## src/sv/ccsoc_pkg.sv

```systemverilog
// Shared types and constants for the coulomb counter / SOC tracker.
// Used by ccsoc_div100 and coulomb_counter_soc_tracker; no dependencies.
`timescale 1ns / 1ps

package ccsoc_pkg;

	// configuration register indexes
	localparam logic [2:0] REG_CAPACITY   = 3'd0;
	localparam logic [2:0] REG_EFFICIENCY = 3'd1;
	localparam logic [2:0] REG_FULL_VOLT  = 3'd2;
	localparam logic [2:0] REG_FULL_CURR  = 3'd3;
	localparam logic [2:0] REG_FULL_HOLD  = 3'd4;
	localparam logic [2:0] REG_SAVE_PER   = 3'd5;

	// reset values of the registers
	localparam logic [9:0]  RST_CAPACITY   = 10'd100;
	localparam logic [6:0]  RST_EFFICIENCY = 7'd100;
	localparam logic [16:0] RST_SAVE_PER   = 17'd60;

	// input kinds
	localparam logic KIND_SAMPLE = 1'b0;
	localparam logic KIND_SET    = 1'b1;

	// charge scale: uA*ms per Ah and per percent of one Ah
	localparam logic [51:0] UAMS_PER_AH  = 52'd3600000000000;
	localparam logic [51:0] UAMS_PER_PCT = 52'd36000000000;

	localparam logic [26:0] MS_PER_MIN = 27'd60000;
	localparam logic [26:0] MS_PER_S   = 27'd1000;

	// width of the delta that goes through the divide-by-100 unit
	localparam int DIV_W = 60;
	localparam logic [7:0] DIVISOR = 8'd100;
	// delta used once a product reaches 2^60
	localparam logic [DIV_W-1:0] DELTA_CAP = 60'd1 << 53;

	localparam logic [6:0] PCT_FULL = 7'd100;
	localparam logic [6:0] PCT_NEAR = 7'd99;

	typedef enum logic [9:0] {
		ST_IDLE = 10'b00_0000_0001,
		ST_PREP = 10'b00_0000_0010,
		ST_SETM = 10'b00_0000_0100,
		ST_MUL  = 10'b00_0000_1000,
		ST_SAT  = 10'b00_0001_0000,
		ST_DIV  = 10'b00_0010_0000,
		ST_UPD  = 10'b00_0100_0000,
		ST_SOC  = 10'b00_1000_0000,
		ST_SDIV = 10'b01_0000_0000,
		ST_FULL = 10'b10_0000_0000
	} state_t;

	// request to the divide-by-100 unit
	typedef struct packed {
		logic             start;
		logic [DIV_W-1:0] dividend;
	} div_req_t;

	// status back from the divide-by-100 unit
	typedef struct packed {
		logic             done;
		logic [DIV_W-1:0] quotient;
	} div_rsp_t;

endpackage

```

## src/sv/ccsoc_div100.sv

```systemverilog
// Bit-serial divide by 100: one quotient bit per cycle, MSB first.
// Depends on ccsoc_pkg for widths and request/response types.
`timescale 1ns / 1ps

module ccsoc_div100 (
	input  logic                clk,
	input  logic                arst_n,
	input  ccsoc_pkg::div_req_t req,
	output ccsoc_pkg::div_rsp_t rsp
);

	logic [ccsoc_pkg::DIV_W-1:0] sh_q;
	logic [6:0]                  rem_q;
	logic [5:0]                  cnt_q;
	logic                        busy_q;
	logic                        done_q;
	logic [7:0]                  trial;
	logic                        qbit;

	// bring down the next dividend bit and try to subtract the divisor
	assign trial = {rem_q, sh_q[ccsoc_pkg::DIV_W-1]};
	assign qbit  = (trial >= ccsoc_pkg::DIVISOR);

	always_ff @(posedge clk or negedge arst_n) begin
		if (!arst_n) begin
			busy_q <= 1'b0;
			done_q <= 1'b0;
			cnt_q  <= '0;
		end else begin
			done_q <= 1'b0;
			if (req.start) begin
				busy_q <= 1'b1;
				cnt_q  <= 6'(ccsoc_pkg::DIV_W - 1);
			end else if (busy_q) begin
				cnt_q <= cnt_q - 6'd1;
				if (cnt_q == '0) begin
					busy_q <= 1'b0;
					done_q <= 1'b1;
				end
			end
		end
	end

	// shift quotient bits in as dividend bits leave
	always_ff @(posedge clk) begin
		if (req.start) begin
			sh_q  <= req.dividend;
			rem_q <= '0;
		end else if (busy_q) begin
			sh_q  <= {sh_q[ccsoc_pkg::DIV_W-2:0], qbit};
			rem_q <= qbit ? 7'(trial - ccsoc_pkg::DIVISOR) : trial[6:0];
		end
	end

	assign rsp.done     = done_q;
	assign rsp.quotient = sh_q;

endmodule

```

## src/sv/coulomb_counter_soc_tracker.sv

```systemverilog
// Coulomb counter with SOC tracking, full-charge timer and autosave; uses ccsoc_pkg, ccsoc_div100.
// Path per item: a first sample goes straight to the SOC divide; a set command or a zero-current sample
// skips the multiply; a discharging or capped charging sample takes 32 multiply steps, and a charging
// sample then also goes through the divide-by-100 unit; the SOC divide takes up to 9 steps.
// One item at a time: the next is taken in the cycle after the result is registered, later while
// an earlier result still waits on out_ready. Reset clears the tracked state and restores the registers.
`timescale 1ns / 1ps

module coulomb_counter_soc_tracker (
	input  logic        clk,
	input  logic        arst_n,
	// configuration
	input  logic        cfg_we,
	input  logic [2:0]  cfg_addr,
	input  logic [26:0] cfg_wdata,
	// input items
	input  logic        in_valid,
	output logic        in_ready,
	input  logic        kind,
	input  logic [31:0] now_ms,
	input  logic signed [31:0] bus_current_ua,
	input  logic [16:0] bus_voltage_mv,
	input  logic [7:0]  set_percent,
	// result items
	output logic        out_valid,
	input  logic        out_ready,
	output logic [51:0] charge_uams,
	output logic [6:0]  soc_percent,
	output logic        full_timer_active,
	output logic        full_reached,
	output logic        save_request
);

	ccsoc_pkg::state_t state_q;

	// configuration registers
	logic [9:0]  cap_q;
	logic [6:0]  eff_q;
	logic [16:0] fvolt_q;
	logic [26:0] fcurr_q;
	logic [10:0] fhold_q;
	logic [16:0] sper_q;

	// tracked state
	logic [51:0] charge_q;
	logic [31:0] last_sample_q;
	logic        have_last_q;
	logic        timing_q;
	logic [31:0] full_start_q;
	logic [31:0] last_save_q;

	// captured item
	logic        kind_q;
	logic [31:0] now_q;
	logic [31:0] cur_q;
	logic [16:0] volt_q;
	logic [7:0]  pct_q;

	// working registers
	logic [51:0] max_q;
	logic [31:0] mag_q;
	logic        neg_q;
	logic [26:0] hold_lim_q;
	logic [26:0] save_lim_q;
	logic [16:0] cp_q;
	logic [69:0] mcand_q;
	logic [69:0] acc_q;
	logic [31:0] esh_q;
	logic [4:0]  mcnt_q;
	logic [ccsoc_pkg::DIV_W-1:0] delta_q;
	logic [58:0] num_q;
	logic [59:0] dsr_q;
	logic [7:0]  quo_q;
	logic [3:0]  scnt_q;
	logic [6:0]  soc_q;

	// output register
	logic        out_valid_q;
	logic [51:0] o_charge_q;
	logic [6:0]  o_soc_q;
	logic        o_timing_q;
	logic        o_reached_q;
	logic        o_save_q;

	ccsoc_pkg::div_req_t div_req;
	ccsoc_pkg::div_rsp_t div_rsp;

	ccsoc_div100 u_div (
		.clk    (clk),
		.arst_n (arst_n),
		.req    (div_req),
		.rsp    (div_rsp)
	);

	// prep-stage values from the captured item
	logic        cur_neg;
	logic [31:0] cur_mag;
	logic [6:0]  eff_sat;
	logic [7:0]  pct_sat;
	logic [37:0] xprod;
	logic [31:0] elapsed;

	assign cur_neg = cur_q[31];
	assign cur_mag = cur_neg ? (~cur_q + 32'd1) : cur_q;
	assign eff_sat = (eff_q > ccsoc_pkg::PCT_FULL) ? ccsoc_pkg::PCT_FULL : eff_q;
	assign pct_sat = (pct_q > 8'(ccsoc_pkg::PCT_FULL)) ? 8'(ccsoc_pkg::PCT_FULL) : pct_q;
	assign xprod   = cur_neg ? (38'(cur_mag) * 38'(eff_sat)) : 38'(cur_mag);
	assign elapsed = now_q - last_sample_q;

	// charge update with clamp
	logic [60:0] upd_sum;
	logic [60:0] upd_val;
	always_comb begin
		upd_sum = 61'(charge_q) + 61'(delta_q);
		if (neg_q) begin
			upd_val = upd_sum;
		end else if (61'(delta_q) >= 61'(charge_q)) begin
			upd_val = '0;
		end else begin
			upd_val = 61'(charge_q) - 61'(delta_q);
		end
	end

	// soc divide step
	logic [59:0] sdiv_diff;
	logic        sdiv_ge;
	assign sdiv_ge   = ({1'b0, num_q} >= dsr_q);
	assign sdiv_diff = {1'b0, num_q} - dsr_q;

	// full-charge timer and autosave decision
	logic        out_free;
	logic        cond;
	logic        n_timing;
	logic        n_reached;
	logic        n_save;
	logic        n_to_max;
	logic        n_start;
	logic        n_saved;
	logic [31:0] since_full;
	logic [31:0] since_save;
	logic [6:0]  n_soc;

	assign out_free   = !out_valid_q || out_ready;
	assign since_full = now_q - full_start_q;
	assign since_save = now_q - last_save_q;
	assign cond = (volt_q >= fvolt_q) && !neg_q && (mag_q != '0) &&
		(mag_q < 32'(fcurr_q)) && (soc_q < ccsoc_pkg::PCT_NEAR);

	always_comb begin
		n_timing  = timing_q;
		n_reached = 1'b0;
		n_save    = 1'b0;
		n_to_max  = 1'b0;
		n_start   = 1'b0;
		n_saved   = 1'b0;
		if (kind_q == ccsoc_pkg::KIND_SET) begin
			n_save = 1'b1;
		end else begin
			if (cond) begin
				if (!timing_q) begin
					n_timing = 1'b1;
					n_start  = 1'b1;
				end else if (since_full >= 32'(hold_lim_q)) begin
					n_to_max  = 1'b1;
					n_timing  = 1'b0;
					n_reached = 1'b1;
					n_save    = 1'b1;
				end
			end else begin
				n_timing = 1'b0;
			end
			if (since_save >= 32'(save_lim_q)) begin
				n_saved = 1'b1;
				n_save  = 1'b1;
				if (n_timing) begin
					n_to_max = 1'b1;
				end
			end
		end
		if (n_to_max) begin
			n_soc = (max_q == '0) ? 7'd0 : ccsoc_pkg::PCT_FULL;
		end else begin
			n_soc = soc_q;
		end
	end

	// configuration writes
	always_ff @(posedge clk or negedge arst_n) begin
		if (!arst_n) begin
			cap_q   <= ccsoc_pkg::RST_CAPACITY;
			eff_q   <= ccsoc_pkg::RST_EFFICIENCY;
			fvolt_q <= '0;
			fcurr_q <= '0;
			fhold_q <= '0;
			sper_q  <= ccsoc_pkg::RST_SAVE_PER;
		end else if (cfg_we) begin
			case (cfg_addr)
				ccsoc_pkg::REG_CAPACITY:   cap_q   <= cfg_wdata[9:0];
				ccsoc_pkg::REG_EFFICIENCY: eff_q   <= cfg_wdata[6:0];
				ccsoc_pkg::REG_FULL_VOLT:  fvolt_q <= cfg_wdata[16:0];
				ccsoc_pkg::REG_FULL_CURR:  fcurr_q <= cfg_wdata[26:0];
				ccsoc_pkg::REG_FULL_HOLD:  fhold_q <= cfg_wdata[10:0];
				ccsoc_pkg::REG_SAVE_PER:   sper_q  <= cfg_wdata[16:0];
				default: ;
			endcase
		end
	end

	// sequencer and tracked state
	always_ff @(posedge clk or negedge arst_n) begin
		if (!arst_n) begin
			state_q       <= ccsoc_pkg::ST_IDLE;
			charge_q      <= '0;
			last_sample_q <= '0;
			have_last_q   <= 1'b0;
			timing_q      <= 1'b0;
			full_start_q  <= '0;
			last_save_q   <= '0;
			out_valid_q   <= 1'b0;
		end else begin
			// drop a taken result; the final state loads the next one itself
			if (out_valid_q && out_ready && state_q != ccsoc_pkg::ST_FULL) begin
				out_valid_q <= 1'b0;
			end
			case (state_q)
				ccsoc_pkg::ST_IDLE: begin
					if (in_valid) begin
						state_q <= ccsoc_pkg::ST_PREP;
					end
				end
				ccsoc_pkg::ST_PREP: begin
					if (kind_q == ccsoc_pkg::KIND_SET) begin
						state_q <= ccsoc_pkg::ST_SETM;
					end else if (!have_last_q) begin
						state_q <= ccsoc_pkg::ST_SOC;
					end else if (!cur_neg && cur_mag == '0) begin
						state_q <= ccsoc_pkg::ST_UPD;
					end else begin
						state_q <= ccsoc_pkg::ST_MUL;
					end
				end
				ccsoc_pkg::ST_SETM: begin
					charge_q <= 52'(cp_q) * ccsoc_pkg::UAMS_PER_PCT;
					state_q  <= ccsoc_pkg::ST_SOC;
				end
				ccsoc_pkg::ST_MUL: begin
					if (mcnt_q == '1) begin
						state_q <= ccsoc_pkg::ST_SAT;
					end
				end
				ccsoc_pkg::ST_SAT: begin
					if (acc_q[69:60] == '0 && neg_q) begin
						state_q <= ccsoc_pkg::ST_DIV;
					end else begin
						state_q <= ccsoc_pkg::ST_UPD;
					end
				end
				ccsoc_pkg::ST_DIV: begin
					if (div_rsp.done) begin
						state_q <= ccsoc_pkg::ST_UPD;
					end
				end
				ccsoc_pkg::ST_UPD: begin
					charge_q <= (upd_val > 61'(max_q)) ? max_q : upd_val[51:0];
					state_q  <= ccsoc_pkg::ST_SOC;
				end
				ccsoc_pkg::ST_SOC: begin
					state_q <= ccsoc_pkg::ST_SDIV;
				end
				ccsoc_pkg::ST_SDIV: begin
					if (max_q == '0 || scnt_q == '0 || (scnt_q == 4'd8 && sdiv_ge)) begin
						state_q <= ccsoc_pkg::ST_FULL;
					end
				end
				ccsoc_pkg::ST_FULL: begin
					if (out_free) begin
						state_q     <= ccsoc_pkg::ST_IDLE;
						out_valid_q <= 1'b1;
						if (n_to_max) begin
							charge_q <= max_q;
						end
						if (kind_q == ccsoc_pkg::KIND_SAMPLE) begin
							timing_q      <= n_timing;
							last_sample_q <= now_q;
							have_last_q   <= 1'b1;
							if (n_start) begin
								full_start_q <= now_q;
							end
							if (n_saved) begin
								last_save_q <= now_q;
							end
						end
					end
				end
				default: state_q <= ccsoc_pkg::ST_IDLE;
			endcase
		end
	end

	// datapath registers
	always_ff @(posedge clk) begin
		case (state_q)
			ccsoc_pkg::ST_IDLE: begin
				kind_q <= kind;
				now_q  <= now_ms;
				cur_q  <= bus_current_ua;
				volt_q <= bus_voltage_mv;
				pct_q  <= set_percent;
			end
			ccsoc_pkg::ST_PREP: begin
				max_q      <= 52'(cap_q) * ccsoc_pkg::UAMS_PER_AH;
				mag_q      <= cur_mag;
				neg_q      <= cur_neg;
				hold_lim_q <= 27'(fhold_q) * ccsoc_pkg::MS_PER_MIN;
				save_lim_q <= 27'(sper_q) * ccsoc_pkg::MS_PER_S;
				cp_q       <= 17'(cap_q) * 17'(pct_sat);
				mcand_q    <= 70'(xprod);
				acc_q      <= '0;
				esh_q      <= elapsed;
				mcnt_q     <= '0;
				delta_q    <= '0;
			end
			ccsoc_pkg::ST_MUL: begin
				// add the shifted multiplicand for each set bit of elapsed time
				if (esh_q[0]) begin
					acc_q <= acc_q + mcand_q;
				end
				mcand_q <= {mcand_q[68:0], 1'b0};
				esh_q   <= {1'b0, esh_q[31:1]};
				mcnt_q  <= mcnt_q + 5'd1;
			end
			ccsoc_pkg::ST_SAT: begin
				if (acc_q[69:60] != '0) begin
					delta_q <= ccsoc_pkg::DELTA_CAP;
				end else begin
					delta_q <= acc_q[59:0];
				end
			end
			ccsoc_pkg::ST_DIV: begin
				if (div_rsp.done) begin
					delta_q <= div_rsp.quotient;
				end
			end
			ccsoc_pkg::ST_SOC: begin
				num_q  <= 59'(charge_q) * 59'(ccsoc_pkg::PCT_FULL);
				dsr_q  <= {max_q, 8'b0};
				quo_q  <= '0;
				scnt_q <= 4'd8;
			end
			ccsoc_pkg::ST_SDIV: begin
				// restoring divide, one quotient bit per step
				if (max_q == '0) begin
					soc_q <= '0;
				end else if (scnt_q == 4'd8) begin
					soc_q <= ccsoc_pkg::PCT_FULL;
				end else begin
					if (sdiv_ge) begin
						num_q <= sdiv_diff[58:0];
					end
					if (scnt_q == '0) begin
						if ({quo_q[6:0], sdiv_ge} > 8'(ccsoc_pkg::PCT_FULL)) begin
							soc_q <= ccsoc_pkg::PCT_FULL;
						end else begin
							soc_q <= {quo_q[5:0], sdiv_ge};
						end
					end
					quo_q <= {quo_q[6:0], sdiv_ge};
				end
				dsr_q  <= {1'b0, dsr_q[59:1]};
				scnt_q <= scnt_q - 4'd1;
			end
			ccsoc_pkg::ST_FULL: begin
				if (out_free) begin
					o_charge_q  <= n_to_max ? max_q : charge_q;
					o_soc_q     <= n_soc;
					o_timing_q  <= (kind_q == ccsoc_pkg::KIND_SAMPLE) ? n_timing : timing_q;
					o_reached_q <= n_reached;
					o_save_q    <= n_save;
				end
			end
			default: ;
		endcase
	end

	// start the divider when a charging product stays below the cap
	assign div_req.start    = (state_q == ccsoc_pkg::ST_SAT) && neg_q && (acc_q[69:60] == '0);
	assign div_req.dividend = acc_q[59:0];

	assign in_ready          = (state_q == ccsoc_pkg::ST_IDLE);
	assign out_valid         = out_valid_q;
	assign charge_uams       = o_charge_q;
	assign soc_percent       = o_soc_q;
	assign full_timer_active = o_timing_q;
	assign full_reached      = o_reached_q;
	assign save_request      = o_save_q;

endmodule
```

## config.mk

```make
export PLATFORM = sky130hd
export DESIGN_NAME = coulomb_counter_soc_tracker
export DESIGN_NICKNAME = d
export VERILOG_FILES = /design/src/sv/ccsoc_pkg.sv /design/src/sv/ccsoc_div100.sv /design/src/sv/coulomb_counter_soc_tracker.sv
export SDC_FILE = /design/constraint.sdc
export NUM_CORES = 2
export LEC_CHECK = 0
export BUFFER_PORTS_ARGS = -buffer_cell sky130_fd_sc_hd__buf_2
export CORE_UTILIZATION = 36
export CTS_CLUSTER_SIZE = 30
export DETAILED_ROUTE_END_ITERATION = 6
export GPL_TIMING_DRIVEN = 0
export PLACE_DENSITY = 0.62
export SKIP_CTS_REPAIR_TIMING = 1
export SLEW_MARGIN = 40
export SYNTH_ARGS = -nofsm -noshare
export SYNTH_HDL_FRONTEND = slang
export SYNTH_SLANG_ARGS = --single-unit
```

## constraint.sdc

```tcl
create_clock -name clk -period 8.56 [get_ports clk]
set_input_delay 0.856 -clock clk [delete_from_list [all_inputs] [get_ports clk]]
set_output_delay 0.856 -clock clk [all_outputs]
set_load 0.005 [all_outputs]
```

==> impl_metrics.sql <==
INSERT INTO impl_metrics (metric_group, metric, value, unit) VALUES
('sta', 'finalWorstPathRequiredPeriod', '8.39', 'ns'),
('yosys', 'yosysTopAreaCellShare', '24.0', '%'),
('yosys', 'synthMostInstantiatedCell', 'sky130_fd_sc_hd__inv_1', ''),
('global_routing', 'grt_remaining_overflow', '0', ''),
('setup_path', 'worst_setup_path_start_kind', 'register', ''),
('setup_path', 'worst_path_largest_cell_delay', '0.71', 'ns'),
('yosys', 'synth_area', '0.0902', 'mm^2'),
('setup_path', 'max_fanout_on_critical_path', '10', ''),
('sta', 'final.hold.worst_slack', '0.185', 'ns'),
('detailed_routing', 'dr.first_iter.drc_count', '5729', ''),
('global_routing', 'antenna_found_initial', '21', ''),
('clock_tree', 'clock_tree_from_tritoncts', 'done', ''),
('sta', 'timing.final.setup_violations', '0', ''),
('final_layout', 'multi_input_area', '0.0565', 'mm^2'),
('sta', 'fmax', '119', 'MHz'),
('global_routing', 'first_global_vias', '71189', ''),
('yosys', 'postSynthAreaPerCell', '9.51', 'um^2'),
('setup_path', 'critical_path_class', 'register to register', ''),
('floorplanning', 'initial_utilization', '36.2', '%'),
('yosys', 'yosys-top-cells-count', 'sky130_fd_sc_hd__inv_1 (1240), sky130_fd_sc_hd__ha_1 (1141), sky130_fd_sc_hd__nand2_1 (828)', ''),
('floorplanning', 'die_footprint', '0.253', 'mm^2'),
('detailed_routing', 'wl_per_cell', '21.3', 'um'),
('final_layout', 'seqCellArea', '0.0283', 'mm^2'),
('setup_path', 'crit_arrival', '9.03', 'ns'),
('placement', 'hpwl', '231000', 'um'),
('worst_hold_path', 'hp-class', 'primary input to register', ''),
('yosys', 'ys_types', '109', ''),
('run_status', 'run_status', 'completed', ''),
('setup_path', 'cp.required', '9.20', 'ns'),
('global_routing', 'grt_usage', '22.2', '%'),
('clock_tree', 'clkSlewWorstSetupHoldPaths', '0.07', 'ns'),
('final_layout', 'final_layout_size_suffix_gt1_share', '7.69', '%'),
('floorplanning', 'dieWidth', '503', 'um'),
('final_layout', 'finalNetCount', '11580', ''),
('sta', 'drv_slew', '0', ''),
('yosys', 'dominantRegCellSynth', 'sky130_fd_sc_hd__edfxtp_1', ''),
('final_layout', 'syn_to_final_growth', '11.2', '%'),
('detailed_routing', 'drc_errors', '0', ''),
('detailed_routing', 'wirelength', '282000', 'um'),
('sta', 'worst-slew-pin-transition', '0.927', 'ns'),
('yosys', 'yosysWarnings', '0', ''),
('placement', 'globalplace.congestion', '1.02', ''),
('sta', 'layout_worst_path_cycle_share', '98.0', '%'),
('yosys', 'part_of_the_yosys_area_used_for_sequential_elements', '31.3', '%'),
('setup_path', 'crit_start', 'charge_q[42]$_DFFE_PN0P_', ''),
('sta', 'timing.clock.skew', '0.0991', 'ns'),
('flow_run', 'max_cap_violations', '0', ''),
('floorplanning', 'die_h', '503', 'um'),
('clock_tree', 'tritoncts.num_buffers', '117', ''),
('detailed_routing', 'drt-pass1-iter-count', '5', ''),
('setup_path', 'path_buf_inv', '3', ''),
('worst_hold_path', 'hold_start', 'now_ms[26]', ''),
('detailed_routing', 'vias', '71683', ''),
('detailed_routing', 'drt-vias-per-instance', '5.40', ''),
('detailed_routing', 'ant_nets', '0', ''),
('sta', 'slew-limit-headroom', '38.2', '%'),
('setup_path', 'cpLargestDelayFamily', 'compound AO/OA/AOI/OAI gates', ''),
('final_layout', 'nFillCells', '24467', ''),
('placement', 'port_buffers', '186', ''),
('sta', 'finalHoldViolCount', '0', ''),
('global_routing', 'grt_first_pass_wirelength', '430000', 'um'),
('clock_tree', 'insertion_delay', '0.85', 'ns'),
('global_routing', 'grt_max_degree', '75', ''),
('setup_path', 'crit-reg2reg-launch', 'charge_q[42]$_DFFE_PN0P_', ''),
('setup_path', 'timing.critical_path.to_type', 'register', ''),
('floorplanning', 'io_pins', '189', ''),
('final_layout', 'finish.utilization', '40.3', '%'),
('yosys', 'synth_area_leader_cell', 'sky130_fd_sc_hd__edfxtp_1', ''),
('sta', 'grt_setup_unrepaired', 'false', ''),
('floorplanning', 'fp.coreArea', '0.249', 'mm^2'),
('setup_path', 'crit_slowest_cell', 'sky130_fd_sc_hd__a21oi_2', '');
## sequential cells by signal, indices dropped and copies added (netlist names), 39 cells and up
name and flops:
max_q 39, charge_q 52, delta_q 60, charge_uams 52
num_q 59, mcand_q 70, dsr_q 60, acc_q 70
u_div.sh_q 60
## per-stage QoR
step,setup slack (ns),instance area [um^2],cells
2_1_floorplan,1.02,90200,9491
3_3_place_gp,-3.40,95300,13007
3_5_place_dp,-1.11,96000,13034
4_1_cts,-1.21,100000,13258
5_1_grt,0.0167,100000,13265
6_report,0.168,100000,13268
## final cells by class
| type | instances | share of cell area (%) |
|---|---|---|
| Buffer | 292 | 1.15 |
| Inverter | 1261 | 4.72 |
| Clock buffer | 146 | 3.17 |
| Tap cell | 3330 | 4.15 |
| Multi-Input combinational cell | 6949 | 56.3 |
| Timing Repair Buffer | 218 | 1.47 |
| Clock inverter | 78 | 0.857 |
| Antenna cell | 8 | 0.0199 |
| Sequential cell | 986 | 28.2 |
## final timing paths
| kind | end | cells past startpoint |
|---|---|---|
| max | charge_q[44]$_DFFE_PN0P_ | 26 |
| min | now_q[26]$_DFFE_PP_ | 1 |
| max reg2reg | charge_q[44]$_DFFE_PN0P_ | 26 |
| min reg2reg | u_div.rem_q[6]$_SDFFE_PP0P_ | 2 |
| max in group asynchronous | state_q[0]$_DFFE_PN1P_ | 5 |
| min in group asynchronous | u_div.cnt_q[4]$_DFFE_PN0P_ | 2 |
## worst reg2reg max path, delay by kind of cell, from the launching register on
| family | cells | cell delay (ns) |
|---|---|---|
| simple gates | 7 | 2.07 |
| buf+inv | 3 | 1.00 |
| fa+ha+maj | 2 | 0.60 |
| compound gates | 14 | 4.02 |
| flops | 1 | 0.57 |
## routing by layer
| layer | GRT usage, % | part of all wire (%) | vias to the layer above |
|---|---|---|---|
| met5 | 0 | 0.039 | - |
| met4 | 8.28 | 4.0 | 16 |
| met3 | 3.55 | 6.7 | 465 |
| met2 | 35.4 | 45 | 2355 |
| met1 | 30.0 | 45 | 35081 |
| li1 | - | - | 33766 |
## cell usage in the layout (no fill, tap or decap), types with 57 or more instances in the layout
| master | instances |
|---|---|
| sky130_fd_sc_hd__nor4_1 | 57 |
| sky130_fd_sc_hd__and2_1 | 108 |
| sky130_fd_sc_hd__o31ai_1 | 62 |
| sky130_fd_sc_hd__clkbuf_1 | 250 |
| sky130_fd_sc_hd__nor3_1 | 98 |
| sky130_fd_sc_hd__nand4_1 | 94 |
| sky130_fd_sc_hd__o21ai_0 | 478 |
| sky130_fd_sc_hd__xnor2_1 | 330 |
| sky130_fd_sc_hd__ha_1 | 1139 |
| sky130_fd_sc_hd__nand2b_1 | 91 |
| sky130_fd_sc_hd__nor2_1 | 630 |
| sky130_fd_sc_hd__a211oi_1 | 63 |
| sky130_fd_sc_hd__buf_2 | 208 |
| sky130_fd_sc_hd__and3_1 | 64 |
| sky130_fd_sc_hd__mux2_2 | 130 |
| sky130_fd_sc_hd__nand3_1 | 139 |
| sky130_fd_sc_hd__nor2b_1 | 136 |
| sky130_fd_sc_hd__edfxtp_1 | 721 |
| sky130_fd_sc_hd__a22o_1 | 85 |
| sky130_fd_sc_hd__fa_1 | 489 |
| sky130_fd_sc_hd__inv_1 | 1239 |
| sky130_fd_sc_hd__o21bai_1 | 71 |
| sky130_fd_sc_hd__dfrtp_1 | 244 |
| sky130_fd_sc_hd__o21a_1 | 83 |
| sky130_fd_sc_hd__nand2_1 | 824 |
| sky130_fd_sc_hd__a21oi_1 | 552 |
| sky130_fd_sc_hd__clkbuf_16 | 119 |
| sky130_fd_sc_hd__o21ai_1 | 73 |
| sky130_fd_sc_hd__xor2_1 | 175 |
| sky130_fd_sc_hd__a21o_1 | 291 |
## cells by family after synthesis
| group | after synthesis | share of synthesized area (%) |
|---|---|---|
| compound gates | 2182 | 15.6 |
| xor+xnor | 511 | 4.97 |
| fa+ha+maj | 1630 | 26.7 |
| buf+inv | 1556 | 6.51 |
| flops | 986 | 31.3 |
| mux | 167 | 2.04 |
| other cells | 2 | 0.00832 |
| simple gates | 2450 | 12.9 |
Power is left out: the tool's default activity adds up to more than one toggle a clock period on the data nets, which glitch-free logic cannot reach.
